File: config.mk
export PLATFORM = sky130hd
export DESIGN_NAME = bsos_seq
export DESIGN_NICKNAME = d
export VERILOG_FILES = /design/src/sv/bsos_pkg.sv /design/src/sv/bsos_seq.sv
export SDC_FILE = /design/constraint.sdc
export NUM_CORES = 1
export LEC_CHECK = 0
export BUFFER_PORTS_ARGS = -buffer_cell sky130_fd_sc_hd__buf_2
export CORE_AREA = 2 2 39 41
export DETAILED_ROUTE_END_ITERATION = 8
export DIE_AREA = 0 0 41 43
export GPL_TIMING_DRIVEN = 0
export HOLD_SLACK_MARGIN = 0.02
export PLACE_DENSITY = 0.43
export SYNTH_ARGS = -nofsm -noshare
export SYNTH_HDL_FRONTEND = slang
export SYNTH_SLANG_ARGS = --single-unit
export TNS_END_PERCENT = 20
File: constraint.sdc
create_clock -name clock -period 1.7 [get_ports clock]
set_clock_uncertainty 0.2 [all_clocks]
set_input_delay 0.255 -clock clock [delete_from_list [all_inputs] [get_ports clock]]
set_output_delay 0.255 -clock clock [all_outputs]
set_load 0.01 [all_outputs]
File: src/sv/bsos_pkg.sv
// ----------------------------------------------------------------------------
// bsos_pkg: shared types and constants for the presence bitmap
// Request and response beats, request codes, and the control store of the
// step sequencer that runs each request.
// ----------------------------------------------------------------------------
`default_nettype none

package bsos_pkg;

   localparam int BITS_PER_WORD   = 1 * 4 * 8;
   localparam int BIT_W           = $clog2(BITS_PER_WORD);
   localparam int VALUE_W         = 15;
   localparam int IDX_W           = VALUE_W - BIT_W;
   localparam int VALUE_WORDS     = (2 ** VALUE_W) / BITS_PER_WORD;
   localparam int WORD_COUNT_DEF  = 1024;

   typedef enum logic [1:0] {
      OP_SET   = 2'd0,
      OP_CLEAR = 2'd1,
      OP_TEST  = 2'd2,
      OP_FIND  = 2'd3
   } bsos_op_type;

   typedef struct packed {
      bsos_op_type          req_type;
      logic [VALUE_W-1:0]   value;
   } bsos_req_type;

   typedef struct packed {
      logic                 hit;
      logic [VALUE_W-1:0]   found_value;
   } bsos_rsp_type;

   // datapath action of one step
   typedef enum logic [1:0] {
      ACT_CLEAR  = 2'd0,
      ACT_ACCEPT = 2'd1,
      ACT_MODIFY = 2'd2,
      ACT_SCAN   = 2'd3
   } bsos_act_type;

   // how the step counter moves on
   typedef enum logic [1:0] {
      COND_ALWAYS     = 2'd0,  // go to target
      COND_CLEAR_DONE = 2'd1,  // last word cleared: next step, else target
      COND_DISPATCH   = 2'd2,  // no start: target, else by request code
      COND_SCAN_DONE  = 2'd3   // scan finished: target, else repeat step
   } bsos_cond_type;

   localparam int PC_W = 2;
   localparam int UCODE_DEPTH = 2 ** PC_W;

   localparam logic [PC_W-1:0] STEP_CLEAR = 2'd0;
   localparam logic [PC_W-1:0] STEP_IDLE  = 2'd1;
   localparam logic [PC_W-1:0] STEP_RMW   = 2'd2;
   localparam logic [PC_W-1:0] STEP_FIND  = 2'd3;

   typedef struct packed {
      bsos_act_type         act;
      bsos_cond_type        cond;
      logic [PC_W-1:0]      target;
   } bsos_ctrl_type;

   typedef struct packed {
      logic                 start;
      logic                 is_find;
      logic                 clear_last;
      logic                 scan_done;
   } bsos_flags_type;

   localparam bsos_ctrl_type UCODE [UCODE_DEPTH] = '{
      '{act: ACT_CLEAR,  cond: COND_CLEAR_DONE, target: STEP_CLEAR},
      '{act: ACT_ACCEPT, cond: COND_DISPATCH,   target: STEP_IDLE},
      '{act: ACT_MODIFY, cond: COND_ALWAYS,     target: STEP_IDLE},
      '{act: ACT_SCAN,   cond: COND_SCAN_DONE,  target: STEP_IDLE}
   };

endpackage

`default_nettype wire

File: src/sv/bsos_seq.sv
// ----------------------------------------------------------------------------
// bsos_seq: step sequencer
// Step counter over the control store; issues one control word per cycle
// and picks the next step from the jump condition and the datapath flags.
// ----------------------------------------------------------------------------
`default_nettype none

module bsos_seq import bsos_pkg::*; (
   input  wire logic            clock,
   input  wire logic            reset,
   input  wire bsos_flags_type  flags,
   output bsos_ctrl_type        ctrl
);

   logic [PC_W-1:0] pc_ff;
   logic [PC_W-1:0] pc_in;

   assign ctrl = UCODE[pc_ff];

   always_comb begin
      unique case (ctrl.cond)
         COND_ALWAYS: begin
            pc_in = ctrl.target;
         end
         COND_CLEAR_DONE: begin
            pc_in = flags.clear_last ? pc_ff + PC_W'(1) : ctrl.target;
         end
         COND_DISPATCH: begin
            if (!flags.start) begin
               pc_in = ctrl.target;
            end else begin
               pc_in = flags.is_find ? STEP_FIND : STEP_RMW;
            end
         end
         COND_SCAN_DONE: begin
            pc_in = flags.scan_done ? ctrl.target : pc_ff;
         end
         default: begin
            pc_in = ctrl.target;
         end
      endcase
   end

   always_ff @(posedge clock) begin
      if (reset) begin
         pc_ff <= STEP_CLEAR;
      end else begin
         pc_ff <= pc_in;
      end
   end

endmodule

`default_nettype wire

-- Yosys cells after proc, flatten, opt, wreduce, memory -nomap -nowiden
Cells that the tools add are included.
- register bits after elaboration: 2
- latch bits: 0
- bits in writable memories: 0
- ROM bits: 0
- input port bits: 6
- output and inout port bits: 6
- word-level logic and storage cells: 17
- memories: 0
- $add $sub $neg: 1
- multipliers: 0
- divide/modulo/power cells: 0
- $lt $le $gt $ge: 1
- equal/unequal tests: 4
- shift operators: 0
- multiplexer cells: 8
- bitwise gates (word level): 1
- reduce and logical (&&, ||, !) cells: 1
- operators by type and width (operator ; number):
    binary-select mux 6 bit (select 2 bit) ; 1
    two-way mux 6 bit ; 2
    one-hot mux 2 bit (4 select lines) ; 1
    two-way mux 2 bit ; 3
    == test 2 bit (second input constant) ; 2
    >= comparator 3 bit (second input constant) ; 1
    NOT 2 -> 3 bit ; 1
    adder 2 x 1 -> 2 bit (second input constant) ; 1
    == test 2 x 1 -> 1 bit (second input constant) ; 1
    logical NOT 2 bit ; 1
    inequality test 2 bit (second input constant) ; 1
    two-way mux 1 bit ; 1

-- Depth between registers and ports, before layout
Gate-level depths: netlist of the first run.
- depth in word-level cells: 6
- gate-level depth with buffers: 5
- gate-level depth less buffers: 5

-- Worst setup path before layout of the first run
No wires, ideal clock.
- kind: flip-flop to flip-flop
- start point: reg pc_ff[0]
- end point: reg pc_ff[0]
- setup time: 0.126 ns
- arrival time: 1.090 ns
- required time: 1.374 ns
- slack: 0.284 ns
- stages on the path, launching flop included: 6
- buffers on the path: 0
- period minus slack after synthesis: 1.416 ns
- cell sequence: dfxtp_1 -> inv_1 -> ha_1 -> mux2i_1 -> a21boi_1 -> a31oi_1
- word-level cells in the longest chain between the ends: 6
- elaborated cells between the ends (all ways): 14
- classes of those cells: 1 x add/sub; 4 x eq/ne; 7 x mux; 1 x bitwise; 1 x reduce/logical
- RTL lines (item ; RTL line ; source):
    start, declared ; bsos_seq.sv:15 ; logic [PC_W-1:0] pc_ff;
    start signal, assigned ; bsos_seq.sv:48 ; pc_ff <= pc_in;
    NOT 2 -> 3 bit (not written as such) ; bsos_seq.sv:18 ; assign ctrl = UCODE[pc_ff];
    binary-select mux 6 bit (select 2 bit) ; bsos_seq.sv:18 ;
    two-way mux 6 bit (not written as such) (2 in a row) ; bsos_seq.sv:18 ;
    == test 2 bit, or another cell as far along ; bsos_seq.sv:21 ; unique case (ctrl.cond)
    one-hot mux 2 bit (4 select lines) or inequality test 2 bit (tied branches) ; n/a ;
Several ways; a longest one is shown, not always the timed one. The select of a mux whose other input is x is not followed.
A chain may end at the register's enable or synchronous reset.

==> results of run 1 <==
-- worst paths after layout --
kind / start / to / slack (ns) / depth (start not counted)
setup reg to reg: pc_ff[0] / pc_ff[1] / 0.30 / 4
hold reg to reg: pc_ff[1] / pc_ff[1] / 0.35 / 2
setup / recovery: pc_ff[0] / ctrl[2] / 0.07 / 4
hold / removal: flags[1] / pc_ff[0] / 0.13 / 3
-- cell type report --
cell class                      instances  area (µm²)
Sequential cell                         2        41.3
Fill cell                             162        1070
Tap cell                               16        20.0
Timing Repair Buffer                   11        60.1
Buffer                                  2        15.0
Multi-Input combinational cell         16         139
Clock buffer                            3        22.5
Inverter                                4        15.0
-- placed cells by master (no fill, tap or decap) --
master	synthesis	final
a211oi_1	1	1
o211ai_1	1	1
dfxtp_2	0	1
a21boi_1	1	1
dlygate4sd3_1	0	1
ha_1	4	4
or2b_1	1	1
buf_2	0	10
inv_2	1	1
nand2b_4	1	1
inv_1	3	3
o21bai_1	1	1
a31oi_1	1	1
conb_1	1	1
clkbuf_4	0	3
buf_4	2	2
nor2_1	1	1
a32oi_1	1	1
nand3_1	1	1
dfxtp_1	2	1
mux2i_1	1	1
-- through the flow --
stage	setup slack, ns	cell area [µm²]	total power, W	utilization [%]	cells
floorplan	0.284	209	0.000264	-	24
global placement	0.204	279	0.000356	20.2	50
detailed placement	0.210	279	0.000355	20.2	50
CTS	0.0477	313	0.000474	22.6	54
global route	0.0119	313	0.000509	22.6	54
finish	0.0727	313	0.000464	22.6	54
-- cell families after synthesis --
group / count (synthesis) / synth area share, %
other: 1 / 1.79
adders and majority gates: 4 / 24.0
DFF: 2 / 19.2
buffers and inverters: 6 / 14.4
and+or+nand+nor: 4 / 14.4
muxes: 1 / 4.79
AOI/OAI and AO/OA: 6 / 21.6
-- power by group --
group	switching, W	internal (W)
Combinational	0.000141	0.000124
Sequential	0.0000236	0.0000674
Clock	0.0000301	0.0000782
-- routing by layer --
layer / part of all wire (%) / vias to the layer above / track usage (%)
li1: - / 108 / -
met1: 45 / 90 / 6.39
met2: 48 / 8 / 9.69
met3: 7.1 / 0 / 3.14
met4: 0 / 0 / 10.0
met5: 0 / - / 0
-- tightest hold or removal path, cell delays in order --
cell     delay (ns)
buf_2          0.11
nand3_1        0.08
a31oi_1        0.07
-- synth_stat cells, drive strengths merged --
cell / instances
inv: 4
a211oi: 1
or2b: 1
nand2b: 1
conb: 1
nor2: 1
o21bai: 1
a31oi: 1
nand3: 1
ha: 4
a21boi: 1
a32oi: 1
mux2i: 1
o211ai: 1
dfxtp: 2
buf: 2
-- timing repair --
| item | 4_1_cts | 5_1_grt |
|---|---|---|
| endpoints found under the setup margin | 1 | 0 |
| hold buffers | 1 | 0 |
| endpoints found under the hold margin | 1 | 0 |
| resized for setup | 1 | 0 |
==> reports/summary.json, run 1 <==
{
  "area.growth.synth_to_final_pct": 49.7,
  "grt.overflow.total": 0,
  "cp.arrival_ns": 1.17,
  "worst_path_max_delay_cell": "dfxtp_2",
  "mean_area_per_synthesized_cell_um2": 8.71,
  "crit_buf_inv": 3,
  "timing.critical_path.slowest_cell_delay_ns": 0.37,
  "vias_in_the_first_global_route": 204,
  "clock-sinks": 2,
  "synth.net_count": 34,
  "post-route-drc-count": 0,
  "design.portCount": 12,
  "drt_iter0_drc": 1,
  "final_period_demand_of_the_worst_path_ns": 1.63,
  "gp_congestion": 0.673,
  "route.detailed.wl_per_inst_um": 8.83,
  "die_x_um": 41,
  "clock_path_buffers": 2,
  "cap_violations": 0,
  "yosysSeqAreaShare_pct": 19.2,
  "tns_ns": 0,
  "data_required_time_of_the_critical_path_ns": 1.24,
  "route.detailed.vias_per_inst": 3.81,
  "clkTransAtPathRegs_ns": 0.03,
  "yosys_register_bits": 2,
  "post-route-period-util_pct": 95.7,
  "chipHeight_um": 43,
  "final-max-slew-violation-count": 0,
  "largest_register": "pc_ff",
  "number_of_buffers_created_by_cts": 3,
  "design.die.area_um2": 1760,
  "timing.final.setup_violations": 0,
  "start_kind": "register",
  "run_status": "finished clean",
  "gr-usage-all-layers_pct": 7.21,
  "ctsHtreeMaxLevel": 1,
  "detailroute.via_count": 206,
  "post_route_cells_drive_above_1_share_pct": 47.4,
  "detail_route.wirelength_um": 477,
  "largest_register_ff_count": 2,
  "hold_violations": 0,
  "drtPass1Iterations": 2,
  "io_buffer_count": 10,
  "ant_diodes": 0,
  "critical_path_cell_by_cell": "inv_1 -> ha_1 -> inv_1 -> buf_2",
  "critPathKind": "register to output port",
  "initial_utilization_pct": 15.1,
  "path_delay_family": "flip-flops",
  "cell_type_with_the_largest_total_area_after_synthesis": "ha_1",
  "irDropWorstVdd_mv": 0.291,
  "grt_first_pass_wirelength_um": 752,
  "ys_types": 17,
  "path_max_fanout": 6,
  "postRouteAntennaNets": 0,
  "rsz0062_at_grt": "false",
  "row_count": 14,
  "syn-instance-count": 24,
  "hold_slack_ns": 0.131,
  "hold_path_class": "primary input to register",
  "core_area_um2": 1380,
  "synthesis.yosys.warnings": 0,
  "cts.root.buffer_cell": "clkbuf_4",
  "static-leakage-power_nw": 0.167,
  "dp_hpwl_um": 356,
  "antenna_found_initial": 0,
  "syn-cell-area_um2": 209,
  "max_freq_mhz": 615,
  "synth_largest_type_area_fraction_pct": 24.0,
  "clk_latency_ns": 0.23,
  "cts_tree": "yes",
  "crit_top_cell": "inv_1",
  "cts_setup_buffers": 0,
  "largestRegisters": "pc_ff (2)",
  "power-per-cell-area_nw_per_um2": 1480,
  "synth_top_cells_by_area": "ha_1 24%, dfxtp_1 19%, buf_4 7.2%",
  "timing.critical_path.to_type": "output port",
  "layout.nets": 50,
  "grt_max_degree": 7
}
No activity file was read; power rests on OpenSTA's default activity.
==> run 2, diff against run 1 <==
--- a/config.mk
+++ b/config.mk
@@ -11,7 +11,7 @@
 export DIE_AREA = 0 0 41 43
 export GPL_TIMING_DRIVEN = 0
 export HOLD_SLACK_MARGIN = 0.02
-export PLACE_DENSITY = 0.43
+export PLACE_DENSITY = 0.44
 export SYNTH_ARGS = -nofsm -noshare
 export SYNTH_HDL_FRONTEND = slang
 export SYNTH_SLANG_ARGS = --single-unit
==> constraint.sdc (replaced) <==
create_clock -name clock -period 1.3 [get_ports clock]
set_clock_uncertainty 0.2 [all_clocks]
set_input_delay 0.195 -clock clock [delete_from_list [all_inputs] [get_ports clock]]
set_output_delay 0.195 -clock clock [all_outputs]
set_load 0.01 [all_outputs]
==> reports/summary.json, run 2 (same netlist as run 1, synthesis figures left out) <==
{
  "post-route-drc-count": 0,
  "final_period_demand_of_the_worst_path_ns": 1.41,
  "stdcell_count": 61,
  "clkTransAtPathRegs_ns": 0.04,
  "hold_slack_ns": 0.0749,
  "critPathKind": "register to output port",
  "cp.arrival_ns": 1.02,
  "tns_ns": -0.280,
  "min_delay_worst_endpoint": "pc_ff[0]",
  "start_kind": "register",
  "reg2reg_end": "pc_ff[0]",
  "row_count": 14,
  "die_x_um": 41,
  "initial_utilization_pct": 15.1,
  "grt_max_degree": 6,
  "largest_register_ff_count": 2,
  "detail_route.wirelength_um": 595,
  "max_freq_mhz": 707,
  "largestRegisters": "pc_ff (2)",
  "power-per-cell-area_nw_per_um2": 2210,
  "design.die.area_um2": 1760,
  "rsz0062_at_grt": "true",
  "layout_commonest_cell": "buf_2",
  "gp_congestion": 0.722,
  "dp_hpwl_um": 363,
  "post-route-period-util_pct": 109,
  "largest_register": "pc_ff",
  "clk_latency_ns": 0.23,
  "layout.nets": 56,
  "clock-sinks": 2,
  "irDropWorstVdd_mv": 0.781,
  "inst_count_dp": 50,
  "cap_violations": 0,
  "vias_in_the_first_global_route": 248,
  "clock_path_buffers": 2,
  "core_area_um2": 1380,
  "startpoint_of_the_lowest_slack_hold_path": "flags[1]",
  "critical_path_cell_by_cell": "inv_4 -> ha_4 -> inv_2 -> buf_6",
  "ant_diodes": 0,
  "timing.final.setup_violations": 5,
  "grt.overflow.total": 0,
  "worst_path_max_delay_cell": "dfxtp_4",
  "number_of_buffers_created_by_cts": 3,
  "data_required_time_of_the_critical_path_ns": 0.90,
  "area.growth.synth_to_final_pct": 110,
  "failing_checks": "negative setup slack",
  "antenna_found_initial": 0,
  "grt_first_pass_wirelength_um": 945,
  "detailroute.via_count": 232,
  "hold_path_class": "primary input to register",
  "run_status": "finished, violations left",
  "r2r_cells": 5,
  "ctsHtreeMaxLevel": 1,
  "gr-usage-all-layers_pct": 8.31,
  "cts.root.buffer_cell": "clkbuf_4",
  "cts_tree": "yes",
  "final_cell_mix": "8 x buf_2, 6 x buf_4, 3 x inv_4, 3 x clkbuf_4, 3 x buf_6",
  "finish.utilization_pct": 31.7,
  "chipHeight_um": 43,
  "final-max-slew-violation-count": 0,
  "worstReg2RegStart": "pc_ff[0]",
  "design.portCount": 12,
  "hold_depth": 3,
  "path_max_fanout": 3,
  "register_to_register_setup_slack_ns": -0.04,
  "route.detailed.wl_per_inst_um": 9.75,
  "hold_violations": 0,
  "layout_setup_ws_ns": -0.114,
  "timing.critical_path.to_type": "output port",
  "route.detailed.vias_per_inst": 3.80,
  "post_route_cells_drive_above_1_share_pct": 73.3,
  "drtPass1Iterations": 1,
  "io_buffer_count": 10,
  "drt_iter0_drc": 0,
  "timing.critical_path.slowest_cell_delay_ns": 0.35,
  "postRouteAntennaNets": 0,
  "dp_slack_ns": -0.0629,
  "static-leakage-power_nw": 0.210
}
run 2: changes by cell type in the layout (fill, tap and decap cells not counted), sizes merged:
cell / change
clkbuf: +1
buf: +6
run 2: worst max-delay path, delay by kind of cell (launching register included):
family / cells / cell delay (ns)
DFF: 1 / 0.35
buffers and inverters: 3 / 0.18
adders and majority gates: 1 / 0.26
run 2: layer usage:
metal | global-route usage, % | part of all wire, %
met1 | 9.55 | 42
met2 | 11.9 | 47
met3 | 1.57 | 10
met4 | 8.00 | 0
met5 | 0 | 0
run 2: repair_timing:
item,4_1_cts,5_1_grt
endpoints found under the setup margin,4,5
buffers inserted,5,1
pin swaps,3,5
hold buffers,1,0
gates resized for setup,12,2
hold endpoints to repair,1,0
run 2: through the flow:
stage	total power (W)	area (µm²)
3_3_place_gp	0.000476	287
5_1_grt	0.00105	439
2_1_floorplan	0.000358	216
3_5_place_dp	0.000474	287
6_report	0.000970	439
4_1_cts	0.000896	408
run 2: cell type report:
type | count | area, µm²
multi-input cells | 16 | 176
clock buffers | 4 | 26.3
inverters | 4 | 22.5
flip-flops and latches | 2 | 45.0
plain buffers | 2 | 15.0
repair buffers | 17 | 134
well taps | 16 | 20.0
fillers | 149 | 945
run 2: report_power, final:
| part | switching, W | leakage [nW] | internal (W) |
|---|---|---|---|
| registers | 0.0000250 | 0.0175 | 0.0000947 |
| logic | 0.000290 | 0.178 | 0.000406 |
| clock network | 0.0000400 | 0.0150 | 0.000114 |
run 2: worst max-delay path by stage:
stage                    end  slack (ns)      from
floorplan           pc_ff[1]       0.006  pc_ff[0]
global placement    pc_ff[0]       -0.07  pc_ff[0]
detailed placement  pc_ff[1]       -0.06  pc_ff[0]
CTS                  ctrl[2]       -0.12  pc_ff[0]
global route         ctrl[2]       -0.15  pc_ff[1]
finish               ctrl[2]       -0.11  pc_ff[0]
